<file path="config.mk">
export PLATFORM = sky130hd
export DESIGN_NAME = gripper_contact_force_pi_fsm_core
export DESIGN_NICKNAME = d
export VERILOG_FILES = /design/src/rtl/gcf_pkg.sv /design/src/rtl/gcf_front.sv /design/src/rtl/gcf_back.sv /design/src/rtl/gripper_contact_force_pi_fsm_core.sv
export SDC_FILE = /design/constraint.sdc
export NUM_CORES = 2
export LEC_CHECK = 0
export BUFFER_PORTS_ARGS = -buffer_cell sky130_fd_sc_hd__buf_4
export CAP_MARGIN = 25
export CORE_MARGIN = 2
export CORE_UTILIZATION = 35
export DETAILED_ROUTE_END_ITERATION = 7
export PLACE_DENSITY = 0.55
export SYNTH_ARGS = -nofsm -noshare
export SYNTH_HDL_FRONTEND = slang
export SYNTH_SLANG_ARGS = --single-unit
</file>
<file path="constraint.sdc">
create_clock -name aclk -period 11.5 [get_ports aclk]
set_clock_uncertainty 0.2 [all_clocks]
set_input_delay 2.3 -clock aclk [delete_from_list [all_inputs] [get_ports aclk]]
set_output_delay 2.3 -clock aclk [all_outputs]
set_load 0.02 [all_outputs]
</file>
<file path="src/rtl/gcf_pkg.sv">
// Shared types and constants for the gripper contact-force controller.
// Used by every module of the block; depends on nothing else.
`timescale 1ns / 1ps

package gcf_pkg;

    // Field widths
    localparam int ANGLE_W    = 24;
    localparam int FORCE_W    = 22;
    localparam int DT_W       = 20;
    localparam int OPCODE_W   = 3;
    localparam int PHASE_W    = 2;
    localparam int EVENT_W    = 2;

    // Stream bus widths and packing
    localparam int S_TDATA_W  = 72;
    localparam int S_TUSER_W  = 3;
    localparam int M_TDATA_W  = 32;
    localparam int M_TUSER_W  = 1;
    localparam int ANGLE_LSB  = 0;
    localparam int FORCE_LSB  = ANGLE_LSB + ANGLE_W;
    localparam int DT_LSB     = FORCE_LSB + FORCE_W;
    localparam int PHASE_LSB  = ANGLE_W;
    localparam int EVENT_LSB  = PHASE_LSB + PHASE_W;

    // Configuration port
    localparam int CFG_INDEX_W = 8;
    localparam int CFG_DATA_W  = 24;
    localparam int NUM_REGS    = 8;
    localparam int REG_IDX_W   = 3;

    localparam logic [REG_IDX_W-1:0] REG_APPROACH_SPEED    = 3'd0;
    localparam logic [REG_IDX_W-1:0] REG_CONTACT_THRESHOLD = 3'd1;
    localparam logic [REG_IDX_W-1:0] REG_BACKOFF_DISTANCE  = 3'd2;
    localparam logic [REG_IDX_W-1:0] REG_FORCE_TARGET      = 3'd3;
    localparam logic [REG_IDX_W-1:0] REG_PROPORTIONAL_GAIN = 3'd4;
    localparam logic [REG_IDX_W-1:0] REG_INTEGRAL_GAIN     = 3'd5;
    localparam logic [REG_IDX_W-1:0] REG_INTEGRAL_LIMIT    = 3'd6;
    localparam logic [REG_IDX_W-1:0] REG_MAX_RATE          = 3'd7;

    // Input opcodes
    localparam logic [OPCODE_W-1:0] OP_TICK       = 3'd0;
    localparam logic [OPCODE_W-1:0] OP_NEW_GOAL   = 3'd1;
    localparam logic [OPCODE_W-1:0] OP_CANCEL     = 3'd2;
    localparam logic [OPCODE_W-1:0] OP_ACTIVATE   = 3'd3;
    localparam logic [OPCODE_W-1:0] OP_DEACTIVATE = 3'd4;

    // Phases and goal events
    localparam logic [PHASE_W-1:0] PHASE_APPROACH = 2'd0;
    localparam logic [PHASE_W-1:0] PHASE_BACKOFF  = 2'd1;
    localparam logic [PHASE_W-1:0] PHASE_HOLD     = 2'd2;

    localparam logic [EVENT_W-1:0] EVENT_NONE      = 2'd0;
    localparam logic [EVENT_W-1:0] EVENT_SUCCEEDED = 2'd1;
    localparam logic [EVENT_W-1:0] EVENT_CANCELED  = 2'd2;
    localparam logic [EVENT_W-1:0] EVENT_ABORTED   = 2'd3;

    // Depth of the queue between front and back
    localparam int QDEPTH = 2;

    typedef enum logic [2:0] {
        KIND_NOP,
        KIND_TICK,
        KIND_GOAL,
        KIND_CANCEL,
        KIND_ACTIVATE,
        KIND_DEACTIVATE
    } kind_t;

    // One classified item as it waits in the queue
    typedef struct packed {
        kind_t                     kind;
        logic                      dt_zero;
        logic signed [ANGLE_W-1:0] joint_angle;
        logic signed [FORCE_W-1:0] grip_force;
        logic [DT_W-1:0]           tick_time;
    } item_t;

    typedef struct packed {
        logic signed [23:0] approach_speed;
        logic [20:0]        contact_threshold;
        logic [22:0]        backoff_distance;
        logic [20:0]        force_target;
        logic [23:0]        proportional_gain;
        logic [23:0]        integral_gain;
        logic [22:0]        integral_limit;
        logic [22:0]        max_rate;
    } cfg_t;

    localparam cfg_t CFG_RESET = '{
        approach_speed:    -24'sd209715,
        contact_threshold: 21'd4000,
        backoff_distance:  23'd52429,
        force_target:      21'd3200,
        proportional_gain: 24'd66,
        integral_gain:     24'd33,
        integral_limit:    23'd104858,
        max_rate:          23'd524288
    };

endpackage

</file>
<file path="src/rtl/gcf_front.sv">
// Front end: accepts stream transfers, classifies the opcode and queues items.
// Depends on gcf_pkg.
`timescale 1ns / 1ps

module gcf_front (
    input  logic                          aclk,
    input  logic                          aresetn,
    input  logic                          s_tvalid,
    output logic                          s_tready,
    input  logic [gcf_pkg::S_TDATA_W-1:0] s_tdata,
    input  logic [gcf_pkg::S_TUSER_W-1:0] s_tuser,
    input  logic                          pop,
    output logic                          head_valid,
    output gcf_pkg::item_t                head
);
    import gcf_pkg::*;

    localparam int PTR_W = (QDEPTH > 1) ? $clog2(QDEPTH) : 1;
    localparam int CNT_W = $clog2(QDEPTH + 1);

    item_t            entry_reg [QDEPTH];
    logic [PTR_W-1:0] wr_ptr_reg, wr_ptr_next;
    logic [PTR_W-1:0] rd_ptr_reg, rd_ptr_next;
    logic [CNT_W-1:0] count_reg, count_next;
    logic             push;
    logic             do_pop;
    item_t            incoming;

    assign s_tready   = (count_reg != CNT_W'(QDEPTH));
    assign push       = s_tvalid && s_tready;
    assign head_valid = (count_reg != '0);
    assign do_pop     = pop && head_valid;
    assign head       = entry_reg[rd_ptr_reg];

    always_comb begin
        incoming.joint_angle = $signed(s_tdata[ANGLE_LSB +: ANGLE_W]);
        incoming.grip_force  = $signed(s_tdata[FORCE_LSB +: FORCE_W]);
        incoming.tick_time   = s_tdata[DT_LSB +: DT_W];
        incoming.dt_zero     = (s_tdata[DT_LSB +: DT_W] == '0);
        unique case (s_tuser[OPCODE_W-1:0])
            OP_TICK:       incoming.kind = KIND_TICK;
            OP_NEW_GOAL:   incoming.kind = KIND_GOAL;
            OP_CANCEL:     incoming.kind = KIND_CANCEL;
            OP_ACTIVATE:   incoming.kind = KIND_ACTIVATE;
            OP_DEACTIVATE: incoming.kind = KIND_DEACTIVATE;
            default:       incoming.kind = KIND_NOP;
        endcase
    end

    always_comb begin
        wr_ptr_next = wr_ptr_reg;
        rd_ptr_next = rd_ptr_reg;
        count_next  = count_reg;
        if (push) begin
            wr_ptr_next = (wr_ptr_reg == PTR_W'(QDEPTH - 1)) ? '0 : wr_ptr_reg + 1'b1;
        end
        if (do_pop) begin
            rd_ptr_next = (rd_ptr_reg == PTR_W'(QDEPTH - 1)) ? '0 : rd_ptr_reg + 1'b1;
        end
        if (push && !do_pop) begin
            count_next = count_reg + 1'b1;
        end else if (do_pop && !push) begin
            count_next = count_reg - 1'b1;
        end
    end

    always_ff @(posedge aclk) begin
        if (!aresetn) begin
            wr_ptr_reg <= '0;
            rd_ptr_reg <= '0;
            count_reg  <= '0;
        end else begin
            wr_ptr_reg <= wr_ptr_next;
            rd_ptr_reg <= rd_ptr_next;
            count_reg  <= count_next;
        end
    end

    always_ff @(posedge aclk) begin
        if (push) begin
            entry_reg[wr_ptr_reg] <= incoming;
        end
    end

endmodule

</file>
<file path="src/rtl/gcf_back.sv">
// Back end: phase state machine, PI force loop on one shared multiplier,
// and the registered result stage. Depends on gcf_pkg.
`timescale 1ns / 1ps

module gcf_back #(
    parameter int RAD_PER_G_SHIFT = 13,
    parameter int DEADBAND_FORCE  = 800
) (
    input  logic                          aclk,
    input  logic                          aresetn,
    input  gcf_pkg::cfg_t                 cfg,
    input  logic                          head_valid,
    input  gcf_pkg::item_t                head,
    output logic                          pop,
    output logic                          m_tvalid,
    input  logic                          m_tready,
    output logic [gcf_pkg::M_TDATA_W-1:0] m_tdata,
    output logic [gcf_pkg::M_TUSER_W-1:0] m_tuser
);
    import gcf_pkg::*;

    localparam int MUL_W  = 32;
    localparam int PROD_W = 2 * MUL_W;
    localparam int WIDE_W = 48;
    localparam int SMAG_W = 47;
    localparam int LIM_W  = 23;
    localparam int EMAG_W = FORCE_W;
    localparam int PLO_W  = 20;
    localparam logic [EMAG_W-1:0] DEADBAND_C = EMAG_W'(DEADBAND_FORCE);

    typedef enum logic [11:0] {
        ST_IDLE = 12'b0000_0000_0001,
        ST_EXEC = 12'b0000_0000_0010,
        ST_MOVE = 12'b0000_0000_0100,
        ST_H1   = 12'b0000_0000_1000,
        ST_H2   = 12'b0000_0001_0000,
        ST_H3   = 12'b0000_0010_0000,
        ST_H4   = 12'b0000_0100_0000,
        ST_H5   = 12'b0000_1000_0000,
        ST_H6   = 12'b0001_0000_0000,
        ST_H7   = 12'b0010_0000_0000,
        ST_H8   = 12'b0100_0000_0000,
        ST_OUT  = 12'b1000_0000_0000
    } state_t;

    function automatic logic signed [ANGLE_W-1:0] sat_angle(
        input logic signed [WIDE_W-1:0] v);
        logic signed [WIDE_W-1:0] hi;
        logic signed [WIDE_W-1:0] lo;
        hi = 48'sd8388607;
        lo = -48'sd8388608;
        if (v > hi) begin
            return ANGLE_W'(hi);
        end else if (v < lo) begin
            return ANGLE_W'(lo);
        end
        return ANGLE_W'(v);
    endfunction

    // Control state
    state_t                    state_reg, state_next;
    logic [PHASE_W-1:0]        phase_reg, phase_next;
    logic signed [ANGLE_W-1:0] integral_acc_reg, integral_acc_next;
    logic signed [ANGLE_W-1:0] command_reg, command_next;
    logic                      active_flag_reg, active_flag_next;
    logic                      goal_open_reg, goal_open_next;
    logic                      cancel_pending_reg, cancel_pending_next;
    logic                      m_tvalid_reg, m_tvalid_next;

    // Payload
    logic signed [ANGLE_W-1:0] backoff_goal_reg, backoff_goal_next;
    item_t                     item_reg, item_next;
    logic [EVENT_W-1:0]        event_reg, event_next;
    logic                      valid_reg, valid_next;
    logic [PROD_W-1:0]         prod_reg;
    logic                      e_neg_reg, e_neg_next;
    logic [EMAG_W-1:0]         e_mag_reg, e_mag_next;
    logic [PLO_W-1:0]          plo_reg, plo_next;
    logic [45:0]               hi_reg, hi_next;
    logic signed [WIDE_W-1:0]  s_reg, s_next;
    logic [SMAG_W-1:0]         smag_reg, smag_next;
    logic                      s_neg_reg, s_neg_next;
    logic [LIM_W-1:0]          lim_reg, lim_next;
    logic signed [ANGLE_W-1:0] dq_reg, dq_next;
    logic [M_TDATA_W-1:0]      m_tdata_reg, m_tdata_next;
    logic [M_TUSER_W-1:0]      m_tuser_reg, m_tuser_next;

    // Shared multiplier
    logic [MUL_W-1:0]          mul_a, mul_b;
    logic [PROD_W-1:0]         mul_p;

    // Datapath terms
    logic                      speed_neg;
    logic [ANGLE_W-1:0]        speed_mag;
    logic signed [WIDE_W-1:0]  q48, acc48, mv48, mv_s48, ilim48, e48;
    logic signed [WIDE_W-1:0]  inc48, acc_sum48, kpe48, s_calc48, dq48;
    logic [46:0]               inc_mag;
    logic [WIDE_W-1:0]         s_abs;
    logic [LIM_W-1:0]          dq_mag;
    logic signed [22:0]        force23, thr23;
    logic                      goal_left;

    assign speed_neg = cfg.approach_speed[ANGLE_W-1];
    assign speed_mag = speed_neg ? (~cfg.approach_speed + 24'd1) : cfg.approach_speed;

    assign q48    = {{(WIDE_W-ANGLE_W){item_reg.joint_angle[ANGLE_W-1]}}, item_reg.joint_angle};
    assign acc48  = {{(WIDE_W-ANGLE_W){integral_acc_reg[ANGLE_W-1]}}, integral_acc_reg};
    assign ilim48 = {{(WIDE_W-LIM_W){1'b0}}, cfg.integral_limit};
    assign mv48   = {{(WIDE_W-LIM_W){1'b0}}, prod_reg[42:20]};
    assign mv_s48 = speed_neg ? -mv48 : mv48;
    assign e48    = {{(WIDE_W-21){1'b0}}, cfg.force_target}
                  - {{(WIDE_W-FORCE_W){item_reg.grip_force[FORCE_W-1]}}, item_reg.grip_force};
    assign force23 = {item_reg.grip_force[FORCE_W-1], item_reg.grip_force};
    assign thr23   = {2'b00, cfg.contact_threshold};

    assign inc_mag   = {1'b0, hi_reg} + {27'b0, prod_reg[39:20]};
    assign inc48     = {1'b0, inc_mag};
    assign acc_sum48 = e_neg_reg ? (acc48 - inc48) : (acc48 + inc48);
    assign kpe48     = {2'b00, prod_reg[45:0]};
    assign s_calc48  = e_neg_reg ? (acc48 - kpe48) : (acc48 + kpe48);
    assign s_abs     = s_reg[WIDE_W-1] ? (~s_reg + 48'd1) : s_reg;
    assign dq_mag    = (smag_reg > {{(SMAG_W-LIM_W){1'b0}}, lim_reg}) ? lim_reg
                                                                       : smag_reg[LIM_W-1:0];
    assign dq48      = {{(WIDE_W-ANGLE_W){dq_reg[ANGLE_W-1]}}, dq_reg};

    // Operand selection for the one multiplier; the product is registered.
    always_comb begin
        mul_a = '0;
        mul_b = '0;
        unique case (state_reg)
            ST_EXEC: begin
                mul_a = MUL_W'(speed_mag);
                mul_b = MUL_W'(item_reg.tick_time);
            end
            ST_H1: begin
                mul_a = MUL_W'(cfg.integral_gain);
                mul_b = MUL_W'(e_mag_reg);
            end
            ST_H2: begin
                mul_a = MUL_W'(prod_reg[45:20]);
                mul_b = MUL_W'(item_reg.tick_time);
            end
            ST_H3: begin
                mul_a = MUL_W'(plo_reg);
                mul_b = MUL_W'(item_reg.tick_time);
            end
            ST_H4: begin
                mul_a = MUL_W'(cfg.proportional_gain);
                mul_b = MUL_W'(e_mag_reg);
            end
            ST_H5: begin
                mul_a = MUL_W'(cfg.max_rate);
                mul_b = MUL_W'(item_reg.tick_time);
            end
            default: begin
            end
        endcase
    end

    assign mul_p = PROD_W'(mul_a) * PROD_W'(mul_b);

    always_comb begin
        state_next          = state_reg;
        phase_next          = phase_reg;
        integral_acc_next   = integral_acc_reg;
        command_next        = command_reg;
        active_flag_next    = active_flag_reg;
        goal_open_next      = goal_open_reg;
        cancel_pending_next = cancel_pending_reg;
        backoff_goal_next   = backoff_goal_reg;
        item_next           = item_reg;
        event_next          = event_reg;
        valid_next          = valid_reg;
        e_neg_next          = e_neg_reg;
        e_mag_next          = e_mag_reg;
        plo_next            = plo_reg;
        hi_next             = hi_reg;
        s_next              = s_reg;
        smag_next           = smag_reg;
        s_neg_next          = s_neg_reg;
        lim_next            = lim_reg;
        dq_next             = dq_reg;
        m_tdata_next        = m_tdata_reg;
        m_tuser_next        = m_tuser_reg;
        m_tvalid_next       = m_tvalid_reg && !m_tready;
        goal_left           = goal_open_reg;
        pop                 = 1'b0;

        unique case (state_reg)
            ST_IDLE: begin
                if (head_valid) begin
                    pop        = 1'b1;
                    item_next  = head;
                    state_next = ST_EXEC;
                end
            end
            ST_EXEC: begin
                event_next = EVENT_NONE;
                valid_next = 1'b0;
                state_next = ST_OUT;
                e_neg_next = e48[WIDE_W-1];
                e_mag_next = e48[WIDE_W-1] ? EMAG_W'(-e48) : EMAG_W'(e48);
                unique case (item_reg.kind)
                    KIND_TICK: begin
                        if (active_flag_reg) begin
                            valid_next = 1'b1;
                            if (!item_reg.dt_zero) begin
                                state_next = (phase_reg == PHASE_HOLD) ? ST_H1 : ST_MOVE;
                            end
                        end
                    end
                    KIND_GOAL: begin
                        goal_open_next      = 1'b1;
                        cancel_pending_next = 1'b0;
                        phase_next          = PHASE_APPROACH;
                        integral_acc_next   = '0;
                        command_next        = item_reg.joint_angle;
                    end
                    KIND_CANCEL: begin
                        cancel_pending_next = 1'b1;
                    end
                    KIND_ACTIVATE: begin
                        active_flag_next = 1'b1;
                    end
                    KIND_DEACTIVATE: begin
                        active_flag_next = 1'b0;
                        if (goal_open_reg) begin
                            event_next     = EVENT_ABORTED;
                            goal_open_next = 1'b0;
                        end
                    end
                    KIND_NOP: begin
                    end
                    default: begin
                    end
                endcase
            end
            ST_MOVE: begin
                state_next = ST_OUT;
                if (phase_reg == PHASE_APPROACH) begin
                    command_next = sat_angle(q48 + mv_s48);
                    if (force23 > thr23) begin
                        phase_next        = PHASE_BACKOFF;
                        backoff_goal_next = sat_angle(q48 + {25'b0, cfg.backoff_distance});
                    end
                end else begin
                    command_next = sat_angle(q48 - mv_s48);
                    if (item_reg.joint_angle >= backoff_goal_reg) begin
                        phase_next = PHASE_HOLD;
                    end
                end
            end
            ST_H1: begin
                state_next = ST_H2;
            end
            ST_H2: begin
                plo_next   = prod_reg[PLO_W-1:0];
                state_next = ST_H3;
            end
            ST_H3: begin
                hi_next    = prod_reg[45:0];
                state_next = ST_H4;
            end
            ST_H4: begin
                // Integral update with the symmetric clamp
                if (acc_sum48 > ilim48) begin
                    integral_acc_next = ANGLE_W'(ilim48);
                end else if (acc_sum48 < -ilim48) begin
                    integral_acc_next = ANGLE_W'(-ilim48);
                end else begin
                    integral_acc_next = ANGLE_W'(acc_sum48);
                end
                state_next = ST_H5;
            end
            ST_H5: begin
                s_next     = s_calc48;
                state_next = ST_H6;
            end
            ST_H6: begin
                s_neg_next = s_reg[WIDE_W-1];
                smag_next  = s_abs[SMAG_W-1:0] >> RAD_PER_G_SHIFT;
                lim_next   = prod_reg[42:20];
                state_next = ST_H7;
            end
            ST_H7: begin
                // Correction opposes the PI sum and is rate limited
                dq_next    = s_neg_reg ? {1'b0, dq_mag} : -{1'b0, dq_mag};
                state_next = ST_H8;
            end
            ST_H8: begin
                command_next = sat_angle(q48 + dq48);
                event_next   = EVENT_NONE;
                if (goal_open_reg && (e_mag_reg < DEADBAND_C)) begin
                    event_next = EVENT_SUCCEEDED;
                    goal_left  = 1'b0;
                end
                if (cancel_pending_reg && goal_left) begin
                    event_next = EVENT_CANCELED;
                    goal_left  = 1'b0;
                end
                goal_open_next = goal_left;
                state_next     = ST_OUT;
            end
            ST_OUT: begin
                if (!m_tvalid_reg || m_tready) begin
                    m_tvalid_next = 1'b1;
                    m_tdata_next  = {{(M_TDATA_W-ANGLE_W-PHASE_W-EVENT_W){1'b0}},
                                     event_reg, phase_reg, command_reg};
                    m_tuser_next  = valid_reg;
                    state_next    = ST_IDLE;
                end
            end
            default: begin
                state_next = ST_IDLE;
            end
        endcase
    end

    always_ff @(posedge aclk) begin
        if (!aresetn) begin
            state_reg          <= ST_IDLE;
            phase_reg          <= PHASE_APPROACH;
            integral_acc_reg   <= '0;
            command_reg        <= '0;
            active_flag_reg    <= 1'b0;
            goal_open_reg      <= 1'b0;
            cancel_pending_reg <= 1'b0;
            m_tvalid_reg       <= 1'b0;
        end else begin
            state_reg          <= state_next;
            phase_reg          <= phase_next;
            integral_acc_reg   <= integral_acc_next;
            command_reg        <= command_next;
            active_flag_reg    <= active_flag_next;
            goal_open_reg      <= goal_open_next;
            cancel_pending_reg <= cancel_pending_next;
            m_tvalid_reg       <= m_tvalid_next;
        end
    end

    always_ff @(posedge aclk) begin
        backoff_goal_reg <= backoff_goal_next;
        item_reg         <= item_next;
        event_reg        <= event_next;
        valid_reg        <= valid_next;
        prod_reg         <= mul_p;
        e_neg_reg        <= e_neg_next;
        e_mag_reg        <= e_mag_next;
        plo_reg          <= plo_next;
        hi_reg           <= hi_next;
        s_reg            <= s_next;
        smag_reg         <= smag_next;
        s_neg_reg        <= s_neg_next;
        lim_reg          <= lim_next;
        dq_reg           <= dq_next;
        m_tdata_reg      <= m_tdata_next;
        m_tuser_reg      <= m_tuser_next;
    end

    assign m_tvalid = m_tvalid_reg;
    assign m_tdata  = m_tdata_reg;
    assign m_tuser  = m_tuser_reg;

endmodule

</file>
<file path="src/rtl/gripper_contact_force_pi_fsm_core.sv">
// Top level of the gripper contact-force controller: configuration registers,
// the classifying front end with its queue, and the executing back end.
// Depends on gcf_pkg, gcf_front and gcf_back.
`timescale 1ns / 1ps

//  Channel   Direction  Handshake             Contents
//  s_        in         s_tvalid / s_tready   one control tick or goal command
//  m_        out        m_tvalid / m_tready   one result per input transfer
//  cfg_      in         cfg_valid / cfg_ready register index and write data
//
//  An input transfer runs in the back end through idle, execute and output for
//  goal, cancel, activate, deactivate, unused opcodes and ticks that do no update;
//  an approach or backoff tick adds the move state, and a hold tick adds states H1
//  to H8, where five products pass one after another through the single 32 x 32 multiplier.
//  The two-entry queue keeps taking transfers until it is full while the back end
//  works or the result register waits on m_tready; a stalled result holds its data.
//  aresetn is synchronous and active low; it restores the register defaults,
//  empties the queue and puts the controller in approach, inactive, no goal.

module gripper_contact_force_pi_fsm_core #(
    parameter int RAD_PER_G_SHIFT = 13,
    parameter int DEADBAND_FORCE  = 800
) (
    input  logic                            aclk,
    input  logic                            aresetn,
    input  logic                            s_tvalid,
    output logic                            s_tready,
    // joint_angle [23:0], grip_force [45:24], tick_time [65:46], zero [71:66]
    input  logic [gcf_pkg::S_TDATA_W-1:0]   s_tdata,
    // opcode [2:0]
    input  logic [gcf_pkg::S_TUSER_W-1:0]   s_tuser,
    output logic                            m_tvalid,
    input  logic                            m_tready,
    // position_command [23:0], phase [25:24], goal_event [27:26], zero [31:28]
    output logic [gcf_pkg::M_TDATA_W-1:0]   m_tdata,
    // command_valid [0]
    output logic [gcf_pkg::M_TUSER_W-1:0]   m_tuser,
    input  logic                            cfg_valid,
    output logic                            cfg_ready,
    input  logic [gcf_pkg::CFG_INDEX_W-1:0] cfg_index,
    input  logic [gcf_pkg::CFG_DATA_W-1:0]  cfg_data
);
    import gcf_pkg::*;

    cfg_t  cfg_reg, cfg_next;
    logic  pop;
    logic  head_valid;
    item_t head;

    // Registers are always writable; an index past the last register is dropped.
    assign cfg_ready = 1'b1;

    always_comb begin
        cfg_next = cfg_reg;
        if (cfg_valid && (cfg_index < CFG_INDEX_W'(NUM_REGS))) begin
            unique case (cfg_index[REG_IDX_W-1:0])
                REG_APPROACH_SPEED:    cfg_next.approach_speed    = $signed(cfg_data[23:0]);
                REG_CONTACT_THRESHOLD: cfg_next.contact_threshold = cfg_data[20:0];
                REG_BACKOFF_DISTANCE:  cfg_next.backoff_distance  = cfg_data[22:0];
                REG_FORCE_TARGET:      cfg_next.force_target      = cfg_data[20:0];
                REG_PROPORTIONAL_GAIN: cfg_next.proportional_gain = cfg_data[23:0];
                REG_INTEGRAL_GAIN:     cfg_next.integral_gain     = cfg_data[23:0];
                REG_INTEGRAL_LIMIT:    cfg_next.integral_limit    = cfg_data[22:0];
                REG_MAX_RATE:          cfg_next.max_rate          = cfg_data[22:0];
                default: begin
                end
            endcase
        end
    end

    always_ff @(posedge aclk) begin
        if (!aresetn) begin
            cfg_reg <= CFG_RESET;
        end else begin
            cfg_reg <= cfg_next;
        end
    end

    // Front end: takes transfers, turns the opcode into a command kind and
    // queues the item so that the back end can run at its own pace.
    gcf_front u_front (
        .aclk       (aclk),
        .aresetn    (aresetn),
        .s_tvalid   (s_tvalid),
        .s_tready   (s_tready),
        .s_tdata    (s_tdata),
        .s_tuser    (s_tuser),
        .pop        (pop),
        .head_valid (head_valid),
        .head       (head)
    );

    // Back end: owns the controller state and the result register.
    gcf_back #(
        .RAD_PER_G_SHIFT (RAD_PER_G_SHIFT),
        .DEADBAND_FORCE  (DEADBAND_FORCE)
    ) u_back (
        .aclk       (aclk),
        .aresetn    (aresetn),
        .cfg        (cfg_reg),
        .head_valid (head_valid),
        .head       (head),
        .pop        (pop),
        .m_tvalid   (m_tvalid),
        .m_tready   (m_tready),
        .m_tdata    (m_tdata),
        .m_tuser    (m_tuser)
    );

endmodule

</file>
### Word level (Yosys, flattened, before mapping)

Memory sizes are Yosys's and may differ from the RTL's. A register that Yosys moved wholly into a read port is not among the register bits.
Cells that the tools add are included.

* register bits: 574
* memory bits (writable): 140
* input port bits: 112
* output and inout port bits: 36
* memories: 1

* add/subtract/negate cells: 20
* $mul: 1
* order comparisons: 15
* equal/unequal tests: 36
* mux-type cells: 81
* bitwise operators: 2
* reduce and logical (&&, ||, !) cells: 46

Memory list
* u_front.entry_reg: depth 2, width 70, rd ports 1, clocked after memory_dff 1, write ports 1, RTL line gcf_front.sv:21 `item_t entry_reg [QDEPTH];`

Operator list (count)
* 24-bit 2-to-1 mux: 18
* 48-bit by 24-bit greater-than comparator with 1-bit output (second input constant): 4
* 48-bit by 24-bit less-than comparator with 1-bit output (second input constant): 4
* 26-bit one-hot mux with 6 select lines: 1
* 48-bit 2-to-1 mux: 3
* 12-bit one-hot mux with 11 select lines: 1
* 24-bit by 48-bit adder with 48-bit output: 2
* 23-bit negator with 48-bit output: 2
* 24-bit by 48-bit subtractor with 48-bit output: 2
* 24-bit one-hot mux with 3 select lines: 1
* 12-bit 2-to-1 mux: 5
* 24-bit by 24-bit adder with 25-bit output: 2
* 24-bit by 47-bit adder with 48-bit output: 1
* 48-bit by 24-bit greater-than comparator with 1-bit output: 1
* 48-bit less-than comparator: 1
* 24-bit one-hot mux with 2 select lines: 1
* 24-bit by 47-bit subtractor with 48-bit output: 1
* 46-bit by 20-bit adder with 47-bit output: 1
* 47-bit by 1-bit adder with 47-bit output (second input constant): 1
* 47-bit 2-to-1 mux: 1
* 47-bit inverter: 1
* 26-bit by 22-bit multiplier with 46-bit output: 1
* 23-bit 2-to-1 mux: 2
* 22-bit one-hot mux with 2 select lines: 1
* other kinds (54): 143

### Logic depth before layout (Yosys ltp)

* depth after elaboration: 11
* mapped depth: 38

### Hierarchy

Synthesis repeated with hierarchy kept, for this count alone.

* cells, all modules: 7603
* area, all modules: 70237.4 µm²

By module, submodules not included
* gcf_back: instances 1, cells each 6684, area each 57994.4 µm², seq. area each 12602.1 µm²
* gripper_contact_force_pi_fsm_core: instances 1, cells each 662, area each 6890.4 µm², seq. area each 3663.5 µm²
* gcf_front: instances 1, cells each 257, area each 5352.6 µm², seq. area each 4304.1 µm²

### Worst setup path before layout

No wires, ideal clock.

* kind: reg2reg
* from: register u_back.state_reg[3]
* to: register u_back.prod_reg[44]
* setup time: 0.118 ns
* arrival time: 10.270 ns
* required time: 11.182 ns
* path slack: 0.912 ns
* stages on the path, launching flop included: 38
* buffers on the path: 3
* period minus slack after synthesis: 10.588 ns
* cells stage by stage: dfxtp_1 nor2_1 nand2_1 nor2_1 nand2_1 nor3b_1 clkbuf_1 clkbuf_1 a22oi_1 o211ai_1 clkbuf_1 nand2_1 fa_1 inv_1 fa_1 fa_1 inv_1 fa_1 [2 not listed] inv_1 fa_1 inv_1 fa_1 ha_1 a21o_1 a21oi_1 o211ai_1 a21oi_1 or4b_2 nand3_1 a21o_1 a41o_1 a31o_2 a31oi_1 o21a_1 o21a_1 xnor2_1

* word-level cells in the longest chain between the ends: 4

RTL lines
* start: declaration: RTL line gcf_back.sv:61 `state_t state_reg, state_next;`
* start signal: assignment: RTL line gcf_back.sv:330 `state_reg <= state_next;`
* 12-bit by 5-bit equality test with 1-bit output, or another cell as far along: RTL line gcf_back.sv:130 `unique case (state_reg)`
* 4-bit OR reduction (no line) or 2-bit OR reduction (tied branches)
* 22-bit one-hot mux with 2 select lines: RTL line gcf_back.sv:130
* 26-bit by 22-bit multiplier with 46-bit output (*): RTL line gcf_back.sv:160 `assign mul_p = PROD_W'(mul_a) * PROD_W'(mul_b);`
* named net u_back.mul_p[44]: RTL line gcf_back.sv:90 `logic [PROD_W-1:0] mul_p;`
* end signal: assignment: RTL line gcf_back.sv:346 `prod_reg <= mul_p;`
* end: declaration: RTL line gcf_back.sv:75 `logic [PROD_W-1:0] prod_reg;`

The timed path passes the listed nets; every way through them passes the cells marked *.
A chain may end at the register's enable or synchronous reset.

### Worst setup path after layout

* from: register u_back.state_reg[2]
* to: register u_back.prod_reg[44]

Same word-level chain as after synthesis.

==> results_tabular.tex <==
\begin{tabular}{lr}
\hline
Metric & Value \\
\hline
\multicolumn{2}{l}{\textbf{Synth}} \\
\quad Mean area per synthesized cell & 8.96 um\^{}2 \\
\quad Number of warning messages in the yosys log & 0 \\
\quad Top-area cell type share of the netlist area & approximately 20\% \\
\quad Top cell types by occurrence after synthesis & 1164 x nand2\_1, 808 x inv\_1, 588 x a21oi\_1 \\
\quad Ys async rst share & 0\% \\
\quad Leading area contributor after synthesis & edfxtp\_1 \\
\quad Cells after synthesis & 7946 \\
\quad Dominant register cell in the synthesized netlist & edfxtp\_1 \\
\quad Ranking of synthesized cells by area & edfxtp\_1 20\%, fa\_1 14\%, ha\_1 9.8\% \\
\quad Count of flip-flops with a built-in enable after synthesis & 485 \\
\quad Flop and latch count out of synthesis & 784 \\
\quad Count of cell types in the netlist & 130 \\
\quad Top-count cell post-synth & nand2\_1 \\
\quad Netlist area before placement & 71200 um\^{}2 \\
\quad Sequential area share after synthesis & 28.9\% \\
\multicolumn{2}{l}{\textbf{Power}} \\
\quad Worst VDD drop & 139 uV \\
\quad Post-route total power & about 12 mW \\
\quad Power per standard cell area & about 160 nW/um\^{}2 \\
\quad Cell leakage power & between 30 and 40 nW \\
\multicolumn{2}{l}{\textbf{Route}} \\
\quad Routed vias & just under 60000 \\
\quad Number of remaining DRC errors & 0 \\
\quad Routed vias/inst & 5.49 \\
\quad Starting DRC count in detailed routing & 4699 \\
\quad Wire length per cell & 22.0 um \\
\quad Number of nets with antenna violations after routing & 0 \\
\quad Router iterations before antenna repair & 7 \\
\quad DRT Wirelength & 235000 um \\
\multicolumn{2}{l}{\textbf{Critical path}} \\
\quad Crit path from & u\_back.state\_reg[2]\$\_SDFFE\_PN0P\_ \\
\quad Crit path largest cell delay & 0.88 ns \\
\quad Slowest-stage cell, CP & a22o\_1 \\
\quad WP data required & 11.90 ns \\
\quad Arrival time at the worst endpoint & around 11 ns \\
\quad End point of the critical path & u\_back.prod\_reg[44]\$\_DFF\_P\_ \\
\quad Length in cells of the worst reg-to-reg path & 33 \\
\quad End of the worst register-to-register path & u\_back.prod\_reg[44]\$\_DFF\_P\_ \\
\quad Startpoint-to-endpoint class of the critical path & flip-flop to flip-flop \\
\quad Dominant cell type by count on the critical path & fa\_1 \\
\quad Startpoint Class & flip-flop \\
\quad Register-to-Register Setup Slack & 1.06 ns \\
\quad Beginning of the worst register-to-register path & u\_back.state\_reg[2]\$\_SDFFE\_PN0P\_ \\
\quad CP Capture Type & flip-flop \\
\quad Largest fanout on the critical path & 18 \\
\multicolumn{2}{l}{\textbf{GRT}} \\
\quad Number of antenna violations at the first check in global routing & 4 \\
\quad Via count of the first global-routing pass & 58600 \\
\quad Grt total ovfl & 0 \\
\quad Global-route wire length before repair & 358000 um \\
\quad Total routing usage reported by global routing & 22.5\% \\
\quad Maximum number of pins on one net before global-route repair & 71 \\
\multicolumn{2}{l}{\textbf{Cells and area}} \\
\quad Final Core Density & between 30 and 40\% \\
\quad Post-layout instance count excluding filler cells & 10700 \\
\quad Area growth syn-to-layout & 9.71\% \\
\quad Largest register FFs & between 150 and 200 \\
\quad Fraction of layout cells with a size suffix above 1 & 7.88\% \\
\quad Number of nets in the final layout & 9084 \\
\multicolumn{2}{l}{\textbf{Placement}} \\
\quad Placed cell count & 10500 \\
\quad DPL Wire Length & 183000 um \\
\quad Port buffer count & 136 \\
\quad RD Place Congestion & 0.968 \\
\multicolumn{2}{l}{\textbf{Clocking}} \\
\quad Clock network latency to the later pin of the worst-skew pair & 0.72 ns \\
\quad Resize count post-CTS & 0 \\
\quad TritonCTS clock tree & done \\
\quad Clock buffer count from CTS & between 80 and 90 \\
\quad Total number of H-tree levels & 3 \\
\quad Largest buffer count on any clock path & 3 \\
\quad Count of hold buffers inserted by post-cts repair & 0 \\
\quad Num Clock Sinks & about 800 \\
\quad Clock-pin slew reported for the worst setup and hold paths after clock tree synthesis & 0.07 ns \\
\quad Root buffer cell & clkbuf\_16 \\
\quad Postcts setup bufs & 0 \\
\multicolumn{2}{l}{\textbf{Timing}} \\
\quad TNS Setup & 0 ns \\
\quad Top achievable clock speed & between 90 and 100 MHz \\
\quad Count of final setup violators & 0 \\
\quad Final min period & 10.44 ns \\
\quad Count of pins over their slew limit & 0 \\
\quad Slew HR & between 20\% and 30\% \\
\quad Worst-Margin Slew & 1.18 ns \\
\quad RSZ-0062 raised after global routing & no \\
\quad Number of failing hold endpoints at the final stage & 0 \\
\quad Final Hold Slack & 0.219 ns \\
\quad Share of the clock period used by the worst path after layout & a little over 90\% \\
\multicolumn{2}{l}{\textbf{Die}} \\
\quad Floorplan die area & 207000 um\^{}2 \\
\quad Std-Cell Core Area & between 200000 and 250000 um\^{}2 \\
\quad Die Height & $\sim$460 um \\
\quad Top-level port count & 148 \\
\quad Num rows & roughly 170 \\
\quad Die X & between 400 and 500 um \\
\quad Effective utilization at floorplan & a little over a third \\
\multicolumn{2}{l}{\textbf{Worst hold path}} \\
\quad Kind of path behind the tightest hold check & flip-flop to flip-flop \\
\multicolumn{2}{l}{\textbf{Outcome}} \\
\quad Status & complete, no violations \\
\multicolumn{2}{l}{\textbf{Flow run}} \\
\quad Max capacitance violation total & 0 \\
\hline
\end{tabular}
==> worst min path at each step <==
stage | start | endpoint | slack, ns | cells past startpoint
CTS | u_back.valid_reg$_SDFFCE_PP0P_ | u_back.m_tuser$_DFFE_PP_ | 0.22 | 0
global route | u_back.event_reg[0]$_DFFE_PP_ | u_back.m_tdata[26]$_DFFE_PP_ | 0.23 | 0
global placement | u_back.valid_reg$_SDFFCE_PP0P_ | u_back.m_tuser$_DFFE_PP_ | 0.20 | 0
floorplan | u_back.event_reg[0]$_DFFE_PP_ | u_back.m_tdata[26]$_DFFE_PP_ | 0.20 | 0
finish | u_back.event_reg[0]$_DFFE_PP_ | u_back.m_tdata[26]$_DFFE_PP_ | 0.22 | 0
detailed placement | u_back.valid_reg$_SDFFCE_PP0P_ | u_back.m_tuser$_DFFE_PP_ | 0.20 | 0
==> metrics by stage <==
step           cell area, um^2  setup WS (ns)
2_1_floorplan            71200          0.912
3_3_place_gp             75100           1.03
3_5_place_dp             75200           1.11
4_1_cts                  78100           1.07
5_1_grt                  78100          0.382
6_report                 78100           1.06
==> worst max-delay path, delay by kind of cell, from the launching register on <==
kind,cells,cell delay [ns]
fa+ha+maj,8,3.75
simple gates,8,2.95
compound gates,11,2.63
flops,1,0.37
buf+inv,5,0.25
xor+xnor,1,0.11
==> cells in the final DEF, fill, tap and decap left out, types with 16 or more instances in the layout <==
cell	netlist	routed
o31ai_1	39	39
a31oi_1	73	73
mux2_2	82	82
or2_2	17	17
buf_4	30	268
nand2_1	1164	1164
o21ai_0	276	272
and2_1	70	70
o211ai_1	73	73
clkbuf_16	0	86
a2111oi_0	20	19
nor4_1	67	66
fa_1	484	484
or3_1	45	45
nand2b_1	75	75
a22o_1	42	41
a211oi_1	42	42
nor2_1	455	452
o21bai_1	52	52
mux2i_1	60	60
xor2_1	143	143
o21ai_1	26	25
edfxtp_1	485	485
nand3_1	136	136
a21o_1	161	161
a211o_1	16	16
ha_1	557	557
xnor2_1	363	363
nor2b_1	97	96
nor3_1	117	114
a22oi_1	36	33
o21a_1	84	84
a21oi_1	588	588
dfxtp_1	299	296
inv_1	808	807
and3_1	51	50
nand4_1	98	98
a222oi_1	16	16
==> layer usage <==
metal	global-route usage (%)	vias up	wire, um
met1	30.3	28900	104000
met3	2.69	389	13500
met4	8.13	0	9070
met2	37.0	1887	109000
met5	0	-	0
li1	-	27400	-
==> logic make-up after synthesis <==
family / share of synthesized area, %
AND/OR/NAND/NOR: 16.5
AO/OA/AOI/OAI: 16.2
buffers and inverters: 6.58
adder cells (fa/ha/maj): 23.4
flip-flops: 28.9
XOR/XNOR: 6.31
multiplexers: 2.14
other: 0.0105
==> power breakdown <==
part	switching [mW]	internal, mW	leakage (nW)
sequential	0.220	3.43	6.77
combinational	3.66	2.14	25.1
clock	1.26	1.59	1.40
total	5.14	7.16	33.3
==> final cells by class <==
class / count / area (um^2)
clock buffer: 104 / 2260
tap: 2672 / 3340
fill: 20300 / 124000
timing repair buffer: 274 / 2150
inverter: 814 / 3060
antenna: 3 / 7.51
clock inverter: 57 / 638
sequential: 784 / 20600
multi-input combinational: 5971 / 46100
Power figures use the tool's default switching activity.
